--- src/rtl/lcwe_pkg.sv ---
`default_nettype none

package lcwe_pkg;

    // Window size limit and field widths
    localparam int MAX_WINDOW = 32;
    localparam int SAMPLE_W   = 24;
    localparam int SUM_W      = 32;
    localparam int CNT_W      = 6;
    localparam int DIVR_W     = $clog2(MAX_WINDOW - 1);
    localparam int CMD_W      = 2;
    localparam int CFG_IDX_W  = 3;
    localparam int CFG_DATA_W = 32;

    // Shared divider: dividend and divisor widths
    localparam int DIV_NW = 39;
    localparam int DIV_DW = 25;
    localparam int DIV_CW = $clog2(DIV_NW + 1);

    // Back-end arithmetic widths
    localparam int MAG_W  = SAMPLE_W + 1;
    localparam int CG_W   = DIV_NW;
    localparam int FAC_W  = 17;
    localparam int PROD_W = CG_W + FAC_W;

    // Job queue
    localparam int FIFO_DEPTH = 2;
    localparam int FIFO_AW    = $clog2(FIFO_DEPTH);
    localparam int FIFO_CW    = $clog2(FIFO_DEPTH + 1);

    // Constants
    localparam logic [13:0]         CG_PER_COUNT = 14'd10000;
    localparam logic [FAC_W-1:0]    Q16_GRAM     = 17'd65536;
    localparam logic [FAC_W-1:0]    Q16_KG       = 17'd66;
    localparam logic [FAC_W-1:0]    Q16_OZ       = 17'd2312;
    localparam logic [SAMPLE_W-1:0] CPG_RESET    = 24'd41200;
    localparam logic [SAMPLE_W-1:0] SAMPLE_MIN   = 24'h80_0000;
    localparam logic [SAMPLE_W-1:0] SAMPLE_MAX   = 24'h7F_FFFF;

    typedef enum logic [1:0] {
        JOB_MEASURE = 2'd0,
        JOB_TARE    = 2'd1,
        JOB_CAL     = 2'd2,
        JOB_UNIT    = 2'd3
    } job_kind_t;

    typedef enum logic [2:0] {
        RES_WEIGHT     = 3'd0,
        RES_TARE_DONE  = 3'd1,
        RES_CAL_OK     = 3'd2,
        RES_CAL_REJECT = 3'd3,
        RES_UNIT       = 3'd4
    } res_kind_t;

    typedef enum logic [1:0] {
        UNIT_G    = 2'd0,
        UNIT_KG   = 2'd1,
        UNIT_OZ   = 2'd2
    } unit_t;

    typedef enum logic [CFG_IDX_W-1:0] {
        CFG_MEASURE_COUNT = 3'd0,
        CFG_TARE_COUNT    = 3'd1,
        CFG_CAL_COUNT     = 3'd2,
        CFG_ZERO_BAND     = 3'd3,
        CFG_CAL_MIN_DIFF  = 3'd4,
        CFG_OVL_HIGH      = 3'd5,
        CFG_OVL_LOW       = 3'd6
    } cfg_index_t;

    typedef enum logic [3:0] {
        B_IDLE,
        B_DISPATCH,
        B_AVG_WAIT,
        B_APPLY,
        B_CG_MUL,
        B_CG_START,
        B_CG_WAIT,
        B_SCALE,
        B_ROUND,
        B_EMIT
    } back_state_t;

    typedef struct packed {
        logic [CNT_W-1:0]   measure_count;
        logic [CNT_W-1:0]   tare_count;
        logic [CNT_W-1:0]   cal_count;
        logic [15:0]        zero_band;
        logic [22:0]        cal_min_diff;
        logic [30:0]        overload_high_cg;
        logic signed [31:0] overload_low_cg;
    } cfg_t;

    typedef struct packed {
        job_kind_t          kind;
        logic signed [SUM_W-1:0] trimmed;
        logic [DIVR_W-1:0]  divisor;
    } job_t;

    // Window count limited to 3 .. MAX_WINDOW
    function automatic logic [CNT_W-1:0] clamp_count(input logic [CNT_W-1:0] n);
        logic [CNT_W-1:0] r;
        if (n < CNT_W'(3)) begin
            r = CNT_W'(3);
        end else if (int'(n) > MAX_WINDOW) begin
            r = CNT_W'(MAX_WINDOW);
        end else begin
            r = n;
        end
        return r;
    endfunction

endpackage

`default_nettype wire

--- src/rtl/lcwe_div.sv ---
`default_nettype none

// Restoring unsigned divider, one quotient bit per cycle
module lcwe_div (
    input  wire logic                       aclk,
    input  wire logic                       aresetn,
    input  wire logic                       start,
    input  wire logic [lcwe_pkg::DIV_NW-1:0] dividend,
    input  wire logic [lcwe_pkg::DIV_DW-1:0] divisor,
    output logic                            done,
    output logic [lcwe_pkg::DIV_NW-1:0]     quotient
);

    logic                         busy_reg, busy_next;
    logic                         done_reg, done_next;
    logic [lcwe_pkg::DIV_CW-1:0]  cnt_reg, cnt_next;
    logic [lcwe_pkg::DIV_DW-1:0]  rem_reg, rem_next;
    logic [lcwe_pkg::DIV_NW-1:0]  quo_reg, quo_next;
    logic [lcwe_pkg::DIV_DW-1:0]  dsr_reg, dsr_next;

    logic [lcwe_pkg::DIV_DW:0]    rem_sh;
    logic [lcwe_pkg::DIV_DW:0]    rem_sub;
    logic                         ge;

    // One trial subtraction
    assign rem_sh  = {rem_reg, quo_reg[lcwe_pkg::DIV_NW-1]};
    assign ge      = rem_sh >= {1'b0, dsr_reg};
    assign rem_sub = rem_sh - {1'b0, dsr_reg};

    always_comb begin
        busy_next = busy_reg;
        done_next = 1'b0;
        cnt_next  = cnt_reg;
        rem_next  = rem_reg;
        quo_next  = quo_reg;
        dsr_next  = dsr_reg;
        if (start) begin
            busy_next = 1'b1;
            cnt_next  = lcwe_pkg::DIV_CW'(lcwe_pkg::DIV_NW);
            rem_next  = '0;
            quo_next  = dividend;
            dsr_next  = divisor;
        end else if (busy_reg) begin
            rem_next = ge ? rem_sub[lcwe_pkg::DIV_DW-1:0] : rem_sh[lcwe_pkg::DIV_DW-1:0];
            quo_next = {quo_reg[lcwe_pkg::DIV_NW-2:0], ge};
            cnt_next = cnt_reg - 1'b1;
            if (cnt_reg == lcwe_pkg::DIV_CW'(1)) begin
                busy_next = 1'b0;
                done_next = 1'b1;
            end
        end
    end

    always_ff @(posedge aclk) begin
        if (!aresetn) begin
            busy_reg <= 1'b0;
            done_reg <= 1'b0;
            cnt_reg  <= '0;
        end else begin
            busy_reg <= busy_next;
            done_reg <= done_next;
            cnt_reg  <= cnt_next;
        end
        rem_reg <= rem_next;
        quo_reg <= quo_next;
        dsr_reg <= dsr_next;
    end

    assign done     = done_reg;
    assign quotient = quo_reg;

endmodule

`default_nettype wire

--- src/rtl/lcwe_fifo.sv ---
`default_nettype none

// Short job queue between window front end and arithmetic back end
module lcwe_fifo (
    input  wire logic            aclk,
    input  wire logic            aresetn,
    input  wire logic            push,
    input  wire lcwe_pkg::job_t  push_job,
    output logic                 full,
    input  wire logic            pop,
    output logic                 empty,
    output lcwe_pkg::job_t       head_job
);

    lcwe_pkg::job_t                 mem_reg [lcwe_pkg::FIFO_DEPTH];
    logic [lcwe_pkg::FIFO_AW-1:0]   wr_ptr_reg, wr_ptr_next;
    logic [lcwe_pkg::FIFO_AW-1:0]   rd_ptr_reg, rd_ptr_next;
    logic [lcwe_pkg::FIFO_CW-1:0]   count_reg, count_next;
    logic                           do_push, do_pop;

    assign full     = count_reg == lcwe_pkg::FIFO_CW'(lcwe_pkg::FIFO_DEPTH);
    assign empty    = count_reg == '0;
    assign do_push  = push && !full;
    assign do_pop   = pop && !empty;
    assign head_job = mem_reg[rd_ptr_reg];

    // Pointer and fill count update
    always_comb begin
        wr_ptr_next = do_push ? wr_ptr_reg + 1'b1 : wr_ptr_reg;
        rd_ptr_next = do_pop ? rd_ptr_reg + 1'b1 : rd_ptr_reg;
        count_next  = count_reg;
        if (do_push && !do_pop) begin
            count_next = count_reg + 1'b1;
        end else if (do_pop && !do_push) begin
            count_next = count_reg - 1'b1;
        end
    end

    always_ff @(posedge aclk) begin
        if (!aresetn) begin
            wr_ptr_reg <= '0;
            rd_ptr_reg <= '0;
            count_reg  <= '0;
        end else begin
            wr_ptr_reg <= wr_ptr_next;
            rd_ptr_reg <= rd_ptr_next;
            count_reg  <= count_next;
        end
    end

    always_ff @(posedge aclk) begin
        if (do_push) begin
            mem_reg[wr_ptr_reg] <= push_job;
        end
    end

endmodule

`default_nettype wire

--- src/rtl/lcwe_front.sv ---
`default_nettype none

// Window tracking: open, accumulate sum/max/min, close into a job; unit steps are pushed directly
module lcwe_front (
    input  wire logic                          aclk,
    input  wire logic                          aresetn,
    input  wire logic                          in_valid,
    output logic                               in_ready,
    input  wire logic [lcwe_pkg::CMD_W-1:0]    cmd,
    input  wire logic [lcwe_pkg::SAMPLE_W-1:0] sample,
    input  wire lcwe_pkg::cfg_t                cfg,
    output logic                               push,
    output lcwe_pkg::job_t                     push_job,
    input  wire logic                          fifo_full
);

    localparam int EXT_W = lcwe_pkg::SUM_W - lcwe_pkg::SAMPLE_W;

    logic                               active_reg, active_next;
    lcwe_pkg::job_kind_t                kind_reg, kind_next;
    logic [lcwe_pkg::CNT_W-1:0]         idx_reg, idx_next;
    logic [lcwe_pkg::CNT_W-1:0]         len_reg, len_next;
    logic signed [lcwe_pkg::SUM_W-1:0]  sum_reg, sum_next;
    logic signed [lcwe_pkg::SAMPLE_W-1:0] max_reg, max_next;
    logic signed [lcwe_pkg::SAMPLE_W-1:0] min_reg, min_next;

    logic                               acc;
    logic signed [lcwe_pkg::SAMPLE_W-1:0] s;
    logic signed [lcwe_pkg::SUM_W-1:0]  s_ext, max_ext, min_ext;
    logic [lcwe_pkg::CNT_W-1:0]         open_len, len_m2;
    lcwe_pkg::job_kind_t                cmd_kind;

    assign in_ready = !fifo_full;
    assign acc      = in_valid && in_ready;
    assign s        = $signed(sample);
    assign s_ext    = {{EXT_W{sample[lcwe_pkg::SAMPLE_W-1]}}, sample};
    assign max_ext  = {{EXT_W{max_reg[lcwe_pkg::SAMPLE_W-1]}}, max_reg};
    assign min_ext  = {{EXT_W{min_reg[lcwe_pkg::SAMPLE_W-1]}}, min_reg};
    assign cmd_kind = lcwe_pkg::job_kind_t'(cmd);
    assign len_m2   = len_reg - lcwe_pkg::CNT_W'(2);

    // Count latched when a window opens
    always_comb begin
        case (cmd_kind)
            lcwe_pkg::JOB_MEASURE: open_len = lcwe_pkg::clamp_count(cfg.measure_count);
            lcwe_pkg::JOB_TARE:    open_len = lcwe_pkg::clamp_count(cfg.tare_count);
            lcwe_pkg::JOB_CAL:     open_len = lcwe_pkg::clamp_count(cfg.cal_count);
            default:               open_len = len_reg;
        endcase
    end

    // Window sequencing
    always_comb begin
        active_next = active_reg;
        kind_next   = kind_reg;
        idx_next    = idx_reg;
        len_next    = len_reg;
        sum_next    = sum_reg;
        max_next    = max_reg;
        min_next    = min_reg;
        push        = 1'b0;
        push_job.kind    = kind_reg;
        push_job.trimmed = sum_reg - max_ext - min_ext;
        push_job.divisor = len_m2[lcwe_pkg::DIVR_W-1:0];
        if (acc) begin
            if (!active_reg) begin
                if (cmd_kind == lcwe_pkg::JOB_UNIT) begin
                    // unit step goes straight to the back end
                    push          = 1'b1;
                    push_job.kind = lcwe_pkg::JOB_UNIT;
                end else begin
                    // opening sample is dropped
                    active_next = 1'b1;
                    kind_next   = cmd_kind;
                    len_next    = open_len;
                    idx_next    = lcwe_pkg::CNT_W'(1);
                    sum_next    = '0;
                    max_next    = $signed(lcwe_pkg::SAMPLE_MIN);
                    min_next    = $signed(lcwe_pkg::SAMPLE_MAX);
                end
            end else if (idx_reg <= len_reg) begin
                sum_next = sum_reg + s_ext;
                if (s > max_reg) begin
                    max_next = s;
                end
                if (s < min_reg) begin
                    min_next = s;
                end
                idx_next = idx_reg + 1'b1;
            end else begin
                // closing sample is dropped, window handed on
                push        = 1'b1;
                active_next = 1'b0;
                idx_next    = '0;
            end
        end
    end

    always_ff @(posedge aclk) begin
        if (!aresetn) begin
            active_reg <= 1'b0;
            kind_reg   <= lcwe_pkg::JOB_MEASURE;
            idx_reg    <= '0;
            len_reg    <= lcwe_pkg::CNT_W'(3);
            sum_reg    <= '0;
            max_reg    <= $signed(lcwe_pkg::SAMPLE_MIN);
            min_reg    <= $signed(lcwe_pkg::SAMPLE_MAX);
        end else begin
            active_reg <= active_next;
            kind_reg   <= kind_next;
            idx_reg    <= idx_next;
            len_reg    <= len_next;
            sum_reg    <= sum_next;
            max_reg    <= max_next;
            min_reg    <= min_next;
        end
    end

endmodule

`default_nettype wire

--- src/rtl/lcwe_back.sv ---
`default_nettype none

// Job execution: trimmed mean, tare, calibration, weight and unit scaling
module lcwe_back (
    input  wire logic            aclk,
    input  wire logic            aresetn,
    input  wire lcwe_pkg::cfg_t  cfg,
    input  wire logic            fifo_empty,
    input  wire lcwe_pkg::job_t  head_job,
    output logic                 fifo_pop,
    output logic                 m_valid,
    input  wire logic            m_ready,
    output lcwe_pkg::res_kind_t  m_kind,
    output logic signed [31:0]   m_disp,
    output lcwe_pkg::unit_t      m_unit,
    output logic                 m_ovl
);

    localparam int SW = lcwe_pkg::SAMPLE_W;
    localparam int NW = lcwe_pkg::DIV_NW;
    localparam int DW = lcwe_pkg::DIV_DW;

    lcwe_pkg::back_state_t      state_reg, state_next;

    lcwe_pkg::job_t             job_reg, job_next;
    logic signed [SW-1:0]       avg_reg, avg_next;
    logic                       sign_reg, sign_next;
    logic [lcwe_pkg::MAG_W-1:0] mag_reg, mag_next;
    logic [NW-1:0]              num_reg, num_next;
    logic [lcwe_pkg::CG_W-1:0]  cg_reg, cg_next;
    logic [lcwe_pkg::PROD_W-1:0] prod_reg, prod_next;
    logic                       ovl_reg, ovl_next;
    lcwe_pkg::res_kind_t        rkind_reg, rkind_next;
    logic signed [31:0]         rdisp_reg, rdisp_next;
    logic signed [SW-1:0]       tare_reg, tare_next;
    logic [SW-1:0]              cpg_reg, cpg_next;
    lcwe_pkg::unit_t            unit_reg, unit_next;

    logic                       mv_reg, mv_next;
    lcwe_pkg::res_kind_t        mk_reg;
    logic signed [31:0]         md_reg;
    lcwe_pkg::unit_t            mu_reg;
    logic                       mo_reg;

    logic                       div_start, div_done, out_load;
    logic [NW-1:0]              div_n, div_q;
    logic [DW-1:0]              div_d;

    logic [lcwe_pkg::SUM_W-1:0] trim_abs;
    logic [lcwe_pkg::SUM_W-1:0] avg_q;
    logic signed [SW:0]         diff;
    logic [lcwe_pkg::MAG_W-1:0] diff_abs;
    logic                       weigh;
    logic [NW:0]                num_full;
    logic [lcwe_pkg::FAC_W-1:0] factor;
    logic signed [lcwe_pkg::CG_W:0] cg_s;
    logic signed [lcwe_pkg::CG_W:0] high_ext, low_ext;
    logic [lcwe_pkg::PROD_W:0]  rnd_sum;
    logic [lcwe_pkg::CG_W:0]    rnd;
    logic signed [lcwe_pkg::CG_W+1:0] disp_w;
    logic [31:0]                disp_sat;

    // Shared divider for the mean and the centigram conversion
    lcwe_div u_div (
        .aclk     (aclk),
        .aresetn  (aresetn),
        .start    (div_start),
        .dividend (div_n),
        .divisor  (div_d),
        .done     (div_done),
        .quotient (div_q)
    );

    assign trim_abs = job_reg.trimmed[lcwe_pkg::SUM_W-1] ? 
                      lcwe_pkg::SUM_W'(-job_reg.trimmed) : job_reg.trimmed;
    assign div_n    = (state_reg == lcwe_pkg::B_CG_START) ? num_reg : NW'(trim_abs);
    assign div_d    = (state_reg == lcwe_pkg::B_CG_START) ? {cpg_reg, 1'b0}
                                                          : DW'(job_reg.divisor);
    assign avg_q    = div_q[lcwe_pkg::SUM_W-1:0];

    // Difference to the tare offset
    assign diff     = {avg_reg[SW-1], avg_reg} - {tare_reg[SW-1], tare_reg};
    assign diff_abs = diff[SW] ? lcwe_pkg::MAG_W'(-diff) : lcwe_pkg::MAG_W'(diff);
    assign weigh    = (diff_abs >= lcwe_pkg::MAG_W'(cfg.zero_band)) && (cpg_reg != '0);

    // 2*|diff|*10000 + d, so that the quotient by 2d rounds half away from zero
    assign num_full = {(NW'(mag_reg) * NW'(lcwe_pkg::CG_PER_COUNT)), 1'b0}
                      + (NW + 1)'(cpg_reg);

    always_comb begin
        case (unit_reg)
            lcwe_pkg::UNIT_KG: factor = lcwe_pkg::Q16_KG;
            lcwe_pkg::UNIT_OZ: factor = lcwe_pkg::Q16_OZ;
            default:           factor = lcwe_pkg::Q16_GRAM;
        endcase
    end

    // Overload limits against the signed centigram value
    assign cg_s     = sign_reg ? -$signed({1'b0, cg_reg}) : $signed({1'b0, cg_reg});
    assign high_ext = $signed({{(lcwe_pkg::CG_W - 30){1'b0}}, cfg.overload_high_cg});
    assign low_ext  = {{(lcwe_pkg::CG_W - 31){cfg.overload_low_cg[31]}},
                       cfg.overload_low_cg};

    // Q16 rounding, sign and saturation
    assign rnd_sum  = {1'b0, prod_reg} + (lcwe_pkg::PROD_W + 1)'(32768);
    assign rnd      = rnd_sum[lcwe_pkg::CG_W + 16:16];
    assign disp_w   = sign_reg ? -$signed({1'b0, rnd}) : $signed({1'b0, rnd});
    assign disp_sat = (disp_w[lcwe_pkg::CG_W+1:31] == {(lcwe_pkg::CG_W - 29){disp_w[lcwe_pkg::CG_W+1]}})
                      ? disp_w[31:0]
                      : (disp_w[lcwe_pkg::CG_W+1] ? 32'h8000_0000 : 32'h7FFF_FFFF);

    // Next state
    always_comb begin
        state_next = state_reg;
        case (state_reg)
            lcwe_pkg::B_IDLE: begin
                if (!fifo_empty) state_next = lcwe_pkg::B_DISPATCH;
            end
            lcwe_pkg::B_DISPATCH: begin
                state_next = (job_reg.kind == lcwe_pkg::JOB_UNIT) ? lcwe_pkg::B_EMIT
                                                                  : lcwe_pkg::B_AVG_WAIT;
            end
            lcwe_pkg::B_AVG_WAIT: begin
                if (div_done) state_next = lcwe_pkg::B_APPLY;
            end
            lcwe_pkg::B_APPLY: begin
                if (job_reg.kind != lcwe_pkg::JOB_MEASURE) begin
                    state_next = lcwe_pkg::B_EMIT;
                end else if (weigh) begin
                    state_next = lcwe_pkg::B_CG_MUL;
                end else begin
                    state_next = lcwe_pkg::B_SCALE;
                end
            end
            lcwe_pkg::B_CG_MUL:   state_next = lcwe_pkg::B_CG_START;
            lcwe_pkg::B_CG_START: state_next = lcwe_pkg::B_CG_WAIT;
            lcwe_pkg::B_CG_WAIT: begin
                if (div_done) state_next = lcwe_pkg::B_SCALE;
            end
            lcwe_pkg::B_SCALE: state_next = lcwe_pkg::B_ROUND;
            lcwe_pkg::B_ROUND: state_next = lcwe_pkg::B_EMIT;
            lcwe_pkg::B_EMIT: begin
                if (out_load) state_next = lcwe_pkg::B_IDLE;
            end
            default: state_next = lcwe_pkg::B_IDLE;
        endcase
    end

    // Control strobes
    always_comb begin
        fifo_pop  = (state_reg == lcwe_pkg::B_IDLE) && !fifo_empty;
        div_start = ((state_reg == lcwe_pkg::B_DISPATCH) &&
                     (job_reg.kind != lcwe_pkg::JOB_UNIT)) ||
                    (state_reg == lcwe_pkg::B_CG_START);
        out_load  = (state_reg == lcwe_pkg::B_EMIT) && (!mv_reg || m_ready);
    end

    // Datapath
    always_comb begin
        job_next   = job_reg;
        avg_next   = avg_reg;
        sign_next  = sign_reg;
        mag_next   = mag_reg;
        num_next   = num_reg;
        cg_next    = cg_reg;
        prod_next  = prod_reg;
        ovl_next   = ovl_reg;
        rkind_next = rkind_reg;
        rdisp_next = rdisp_reg;
        tare_next  = tare_reg;
        cpg_next   = cpg_reg;
        unit_next  = unit_reg;
        case (state_reg)
            lcwe_pkg::B_IDLE: begin
                if (fifo_pop) job_next = head_job;
            end
            lcwe_pkg::B_DISPATCH: begin
                if (job_reg.kind == lcwe_pkg::JOB_UNIT) begin
                    case (unit_reg)
                        lcwe_pkg::UNIT_G:    unit_next = lcwe_pkg::UNIT_KG;
                        lcwe_pkg::UNIT_KG:   unit_next = lcwe_pkg::UNIT_OZ;
                        default:             unit_next = lcwe_pkg::UNIT_G;
                    endcase
                    rkind_next = lcwe_pkg::RES_UNIT;
                    rdisp_next = '0;
                    ovl_next   = 1'b0;
                end
            end
            lcwe_pkg::B_AVG_WAIT: begin
                if (div_done) begin
                    avg_next = job_reg.trimmed[lcwe_pkg::SUM_W-1] ?
                               $signed(SW'(-avg_q)) : $signed(SW'(avg_q));
                end
            end
            lcwe_pkg::B_APPLY: begin
                rdisp_next = '0;
                ovl_next   = 1'b0;
                sign_next  = diff[SW];
                mag_next   = diff_abs;
                cg_next    = '0;
                case (job_reg.kind)
                    lcwe_pkg::JOB_TARE: begin
                        tare_next  = avg_reg;
                        rkind_next = lcwe_pkg::RES_TARE_DONE;
                    end
                    lcwe_pkg::JOB_CAL: begin
                        if (diff > $signed({2'b00, cfg.cal_min_diff})) begin
                            cpg_next   = diff[SW-1:0];
                            rkind_next = lcwe_pkg::RES_CAL_OK;
                        end else begin
                            rkind_next = lcwe_pkg::RES_CAL_REJECT;
                        end
                    end
                    default: rkind_next = lcwe_pkg::RES_WEIGHT;
                endcase
            end
            lcwe_pkg::B_CG_MUL: begin
                num_next = num_full[NW-1:0];
            end
            lcwe_pkg::B_CG_WAIT: begin
                if (div_done) cg_next = div_q;
            end
            lcwe_pkg::B_SCALE: begin
                prod_next = lcwe_pkg::PROD_W'(cg_reg) * lcwe_pkg::PROD_W'(factor);
                ovl_next  = (cg_s > high_ext) || (cg_s < low_ext);
            end
            lcwe_pkg::B_ROUND: begin
                rdisp_next = $signed(disp_sat);
            end
            default: begin
            end
        endcase
    end

    // Output register: holds a finished result until taken
    always_comb begin
        mv_next = mv_reg;
        if (out_load) begin
            mv_next = 1'b1;
        end else if (m_ready) begin
            mv_next = 1'b0;
        end
    end

    always_ff @(posedge aclk) begin
        if (!aresetn) begin
            state_reg <= lcwe_pkg::B_IDLE;
            tare_reg  <= '0;
            cpg_reg   <= lcwe_pkg::CPG_RESET;
            unit_reg  <= lcwe_pkg::UNIT_G;
            mv_reg    <= 1'b0;
        end else begin
            state_reg <= state_next;
            tare_reg  <= tare_next;
            cpg_reg   <= cpg_next;
            unit_reg  <= unit_next;
            mv_reg    <= mv_next;
        end
        job_reg   <= job_next;
        avg_reg   <= avg_next;
        sign_reg  <= sign_next;
        mag_reg   <= mag_next;
        num_reg   <= num_next;
        cg_reg    <= cg_next;
        prod_reg  <= prod_next;
        ovl_reg   <= ovl_next;
        rkind_reg <= rkind_next;
        rdisp_reg <= rdisp_next;
        if (out_load) begin
            mk_reg <= rkind_reg;
            md_reg <= rdisp_reg;
            mu_reg <= unit_reg;
            mo_reg <= ovl_reg;
        end
    end

    assign m_valid = mv_reg;
    assign m_kind  = mk_reg;
    assign m_disp  = md_reg;
    assign m_unit  = mu_reg;
    assign m_ovl   = mo_reg;

endmodule

`default_nettype wire

--- src/rtl/load_cell_weigh_engine_core.sv ---
`default_nettype none

// Channel   Direction  Handshake            Payload
// s_        in         s_tvalid / s_tready  tuser cmd, tdata sample
// m_        out        m_tvalid / m_tready  tuser kind, tdata value/unit/overload
// cfg_      in         cfg_valid/cfg_ready  cfg_index, cfg_data
//
// Samples are taken one per cycle while the two-entry job queue has room.
// Tare and calibration results take one pass of the 39-step shared divider, a weight
// two passes, or one when it falls inside the zero band; a unit change result needs
// no divider pass.
// Reset is synchronous and active low; it restores the control and configuration registers, tare, calibration and unit.
// A stalled m_tready holds the result register; the front keeps filling the queue.

module load_cell_weigh_engine_core (
    input  wire logic        aclk,
    input  wire logic        aresetn,
    input  wire logic        s_tvalid,
    output logic             s_tready,
    input  wire logic [23:0] s_tdata,    // [23:0] sample
    input  wire logic [1:0]  s_tuser,    // [1:0] cmd
    output logic             m_tvalid,
    input  wire logic        m_tready,
    output logic [39:0]      m_tdata,    // [31:0] display_value, [33:32] unit, [34] overload
    output logic [2:0]       m_tuser,    // [2:0] kind
    input  wire logic        cfg_valid,
    output logic             cfg_ready,
    input  wire logic [2:0]  cfg_index,
    input  wire logic [31:0] cfg_data
);

    lcwe_pkg::cfg_t       cfg_reg, cfg_next;
    logic                 push, fifo_full, fifo_pop, fifo_empty;
    lcwe_pkg::job_t       push_job, head_job;
    lcwe_pkg::res_kind_t  m_kind;
    logic signed [31:0]   m_disp;
    lcwe_pkg::unit_t      m_unit;
    logic                 m_ovl;

    assign cfg_ready = 1'b1;

    // Configuration register writes
    always_comb begin
        cfg_next = cfg_reg;
        if (cfg_valid) begin
            case (lcwe_pkg::cfg_index_t'(cfg_index))
                lcwe_pkg::CFG_MEASURE_COUNT: cfg_next.measure_count = cfg_data[5:0];
                lcwe_pkg::CFG_TARE_COUNT:    cfg_next.tare_count = cfg_data[5:0];
                lcwe_pkg::CFG_CAL_COUNT:     cfg_next.cal_count = cfg_data[5:0];
                lcwe_pkg::CFG_ZERO_BAND:     cfg_next.zero_band = cfg_data[15:0];
                lcwe_pkg::CFG_CAL_MIN_DIFF:  cfg_next.cal_min_diff = cfg_data[22:0];
                lcwe_pkg::CFG_OVL_HIGH:      cfg_next.overload_high_cg = cfg_data[30:0];
                lcwe_pkg::CFG_OVL_LOW:       cfg_next.overload_low_cg = $signed(cfg_data);
                default: begin
                end
            endcase
        end
    end

    always_ff @(posedge aclk) begin
        if (!aresetn) begin
            cfg_reg.measure_count    <= 6'd5;
            cfg_reg.tare_count       <= 6'd10;
            cfg_reg.cal_count        <= 6'd20;
            cfg_reg.zero_band        <= 16'd50;
            cfg_reg.cal_min_diff     <= 23'd100;
            cfg_reg.overload_high_cg <= 31'd500000;
            cfg_reg.overload_low_cg  <= -32'sd10000;
        end else begin
            cfg_reg <= cfg_next;
        end
    end

    lcwe_front u_front (
        .aclk      (aclk),
        .aresetn   (aresetn),
        .in_valid  (s_tvalid),
        .in_ready  (s_tready),
        .cmd       (s_tuser),
        .sample    (s_tdata),
        .cfg       (cfg_reg),
        .push      (push),
        .push_job  (push_job),
        .fifo_full (fifo_full)
    );

    lcwe_fifo u_fifo (
        .aclk     (aclk),
        .aresetn  (aresetn),
        .push     (push),
        .push_job (push_job),
        .full     (fifo_full),
        .pop      (fifo_pop),
        .empty    (fifo_empty),
        .head_job (head_job)
    );

    lcwe_back u_back (
        .aclk       (aclk),
        .aresetn    (aresetn),
        .cfg        (cfg_reg),
        .fifo_empty (fifo_empty),
        .head_job   (head_job),
        .fifo_pop   (fifo_pop),
        .m_valid    (m_tvalid),
        .m_ready    (m_tready),
        .m_kind     (m_kind),
        .m_disp     (m_disp),
        .m_unit     (m_unit),
        .m_ovl      (m_ovl)
    );

    // Result packing
    assign m_tuser = m_kind;
    assign m_tdata = {5'd0, m_ovl, m_unit, m_disp};

endmodule

`default_nettype wire

--- config.mk ---
export PLATFORM = sky130hd
export DESIGN_NAME = load_cell_weigh_engine_core
export DESIGN_NICKNAME = d
export VERILOG_FILES = /design/src/rtl/lcwe_pkg.sv /design/src/rtl/lcwe_div.sv /design/src/rtl/lcwe_fifo.sv /design/src/rtl/lcwe_front.sv /design/src/rtl/lcwe_back.sv /design/src/rtl/load_cell_weigh_engine_core.sv
export SDC_FILE = /design/constraint.sdc
export NUM_CORES = 2
export LEC_CHECK = 0
export BUFFER_PORTS_ARGS = -buffer_cell sky130_fd_sc_hd__buf_2
export CAP_MARGIN = 20
export CORE_ASPECT_RATIO = 0.5
export CORE_MARGIN = 1.5
export CORE_UTILIZATION = 59
export DETAILED_ROUTE_END_ITERATION = 10
export GPL_TIMING_DRIVEN = 1
export PLACE_DENSITY = 0.81
export SLEW_MARGIN = 20
export SYNTH_ARGS = -nofsm -noshare
export SYNTH_HDL_FRONTEND = slang
export SYNTH_SLANG_ARGS = --single-unit
--- constraint.sdc ---
create_clock -name aclk -period 9.4 [get_ports aclk]
set_input_delay 1.88 -clock aclk [delete_from_list [all_inputs] [get_ports aclk]]
set_output_delay 1.88 -clock aclk [all_outputs]
set_load 0.005 [all_outputs]
==> out/metrics.yaml <==
yosys:
  yosysMostFrequentCell: "inv_1"
  netlist_instances: 5698
  synthMuxAreaShare_pct: 2.26
  synth_cell_types: 83
  synth_area_leaders: "edfxtp_1, ha_1, dfxtp_1"
  synth_area_leader_cell: "edfxtp_1"
  synth-seq-area-share_pct: 34.8
  netlist_area_um2: 54200
  synth_xor_xnor_area_share_pct: 6.11
  synth_edf_count: 424
  synth_ff_type: "edfxtp_1"
  yosys.area_share.adder_pct: 23.4
  syn_avg_cell_area_um2: 9.51
  ys_warn_count: 0
  synth_compound_area_share_pct: 12.8
  synth-simple-area-share_pct: 14.5
  synth_top_family_by_area: "adder cells"
  yosysTopAreaCellShare_pct: 23.5
  synth_seq_cells: 731
  async_flop_share_pct: 0
  synth_commonest_cells: "inv_1, ha_1, nand2_1"
timing:
  finalMaxSlewViolations: 0
  finalSetupTns_ns: 0
  period_minus_slack_ns: 7.96
  maxSlewHeadroom_pct: 21.0
  period_share_pct: 84.6
  hold_ws_ns: 0.414
  hold_violations: 0
  setup_viol: 0
  rsz0062_at_grt: "no"
  finClkSkew_ns: 0.0515
  fmax_mhz: 126
  worst_pin_slew_ns: 1.19
final_layout:
  drive_gt1_share_pct: 6.45
  utilization_pct: 64.2
  num-nets-final: 6671
  syn2layout_area_growth_pct: 7.61
  largest_register_ffs: 120
critical_path:
  cp-end-kind: "flip-flop"
  cp.arrival_ns: 8.35
  required_ns: 9.80
  worst-path-max-fanout: 27
  startpoint_type: "flip-flop"
  crit_type: "reg -> reg"
power:
  p_sw_share_pct: 34.7
  seqPwrFrac_pct: 40.9
  total_power_mw: 10.6
  p_per_area_nw_per_um2: 182
  p_leak_nw: 26.2
  ir_drop_v: 0.000142
  power.internal_mw: 6.93
  combPwrFrac_pct: 31.4
  p_switching_mw: 3.69
  clkPwrFrac_pct: 27.6
global_routing:
  grt.busiest_layer: "met2"
  gr-usage-all-layers_pct: 29.0
  met2_usage_pct: 47.7
  grt_pass1_wl_um: 216000
  grt_pass1_vias: 41100
  met1_usage_pct: 38.2
  grt_use_met3_pct: 5.21
  antenna_found_initial: 3
  grt_max_degree: 93
  globalRoute.totalOverflow: 0
drt:
  ant_nets: 0
  dr.pass1.iters: 9
  vias_per_cell: 5.93
  num_vias: 41600
  route.detailed.drc: 0
  routedWlPerCell_um: 19.4
  drt-initial-drc-count: 3486
  wirelength_um: 136000
clock_network:
  htreeDepth: 3
  cts_buffer_depth: 3
  cts_setup_buffers: 0
  cts_tree: "yes"
  cts_resized: 0
  clkSlewWorstSetupHoldPaths_ns: 0.06
  clkLatencyLatePin_ns: 0.69
  cts_hold_buf: 0
  ctsRootBufferMaster: "clkbuf_16"
  numCtsBuffers: 70
  clock_sinks: 731
floorplanning:
  num_rows: 78
  die_y_um: 217
  io_pins: 112
  die_w_um: 432
  die-area_um2: 93800
  initial_core_util_pct: 59.6
  core-area_um2: 90900
place:
  io_buffer_count: 105
  gp_congestion: 0.967
  place_hpwl_um: 104000
outcome:
  status: "finished clean"
run:
  maxCapViolCount: 0
min_path:
  holdCritPathClass: "reg -> reg"
-- final timing paths --
kind / endpoint / from / cells after the start / slack [ns]
hold / removal: u_back.m_disp[20] / u_back.rdisp_reg[20] / 0 / 0.41
hold reg to reg: u_back.m_disp[20] / u_back.rdisp_reg[20] / 0 / 0.41
setup reg to reg: u_back.prod_reg[55] / u_back.unit_reg[0] / 26 / 1.44
setup / recovery: u_back.prod_reg[55] / u_back.unit_reg[0] / 26 / 1.44
-- cells by family (layout without fill, tap and decap cells) --
group	after synthesis	count (layout)
XOR/XNOR	378	378
AO/OA/AOI/OAI	1110	1110
buffers and inverters	864	943
other	2	7
adder cells (fa/ha/maj)	879	879
flip-flops	731	731
multiplexers	117	117
AND/OR/NAND/NOR	1617	1617
-- critical path: stages, from the launching register on --
cell,delay [ns]
dfxtp_1,0.40
inv_1,0.09
ha_1,0.58
buf_4,0.39
nor2b_1,0.09
ha_1,0.29
inv_1,0.05
fa_1,0.49
inv_1,0.05
fa_1,0.50
fa_1,0.51
fa_1,0.50
ha_1,0.23
a2111oi_0,0.38
o21ai_0,0.18
a221o_1,0.36
a32o_1,0.24
o31ai_1,0.34
a311oi_1,0.23
a31oi_1,0.34
nor2b_1,0.11
o21ai_0,0.30
a21oi_1,0.17
and4_1,0.24
o31a_1,0.32
o21ai_0,0.21
nand2b_1,0.07
-- area by class of cell --
cell class / count / area, µm²
clock buffers: 94 / 1950
inverters: 666 / 2500
repair buffers: 150 / 911
diodes: 1 / 2.50
well taps: 1240 / 1550
clock inverters: 33 / 402
multi-input cells: 4107 / 32100
fillers: 7196 / 32500
flip-flops and latches: 731 / 18900
-- stage by stage --
stage	area (µm²)	cells	worst slack, ns
after floorplan	54200	5702	2.35
after CTS	58200	7018	1.46
final	58300	7022	1.44
after global routing	58300	7021	0.818
after global placement	55900	6891	1.65
after detailed placement	55900	6891	1.53
-- metal layers --
layer,vias to the layer above,part of all wire (%)
met5,-,0
met4,0,4.1
met3,343,8.2
met2,1592,46
met1,19900,42
li1,19800,-
-- layout by cell type (no fill, tap or decap), types with 13 or more instances in the layout --
cell / count
o21bai_1: 13
or4_1: 20
nor3_1: 85
ha_1: 652
or2_2: 17
mux2_2: 43
o21a_1: 49
or3_1: 31
a31o_2: 14
inv_1: 664
dfxtp_1: 307
edfxtp_1: 424
xor2_1: 119
mux2i_1: 74
a22o_1: 24
fa_1: 227
nand3_1: 102
o21ai_0: 309
a22oi_1: 28
nor2b_1: 109
nor2_1: 282
a31oi_1: 27
a21o_1: 93
a211oi_1: 28
buf_2: 104
xnor2_1: 259
clkbuf_16: 71
and2_1: 118
o211ai_1: 49
nand4_1: 68
a21oi_1: 314
nand2b_1: 64
and3_1: 40
clkbuf_1: 14
nand2_1: 582
nor4_1: 37
o31ai_1: 42
buf_4: 43
-- power groups by stage --
stage	Combinational (mW)	Sequential (mW)	Clock (mW)
CTS	3.29	4.32	2.97
detailed placement	3.26	4.39	0
global route	3.69	4.37	3.09
global placement	3.13	4.37	0
finish	3.34	4.34	2.94
floorplan	2.51	4.23	0
Power figures use the tool's default switching activity.
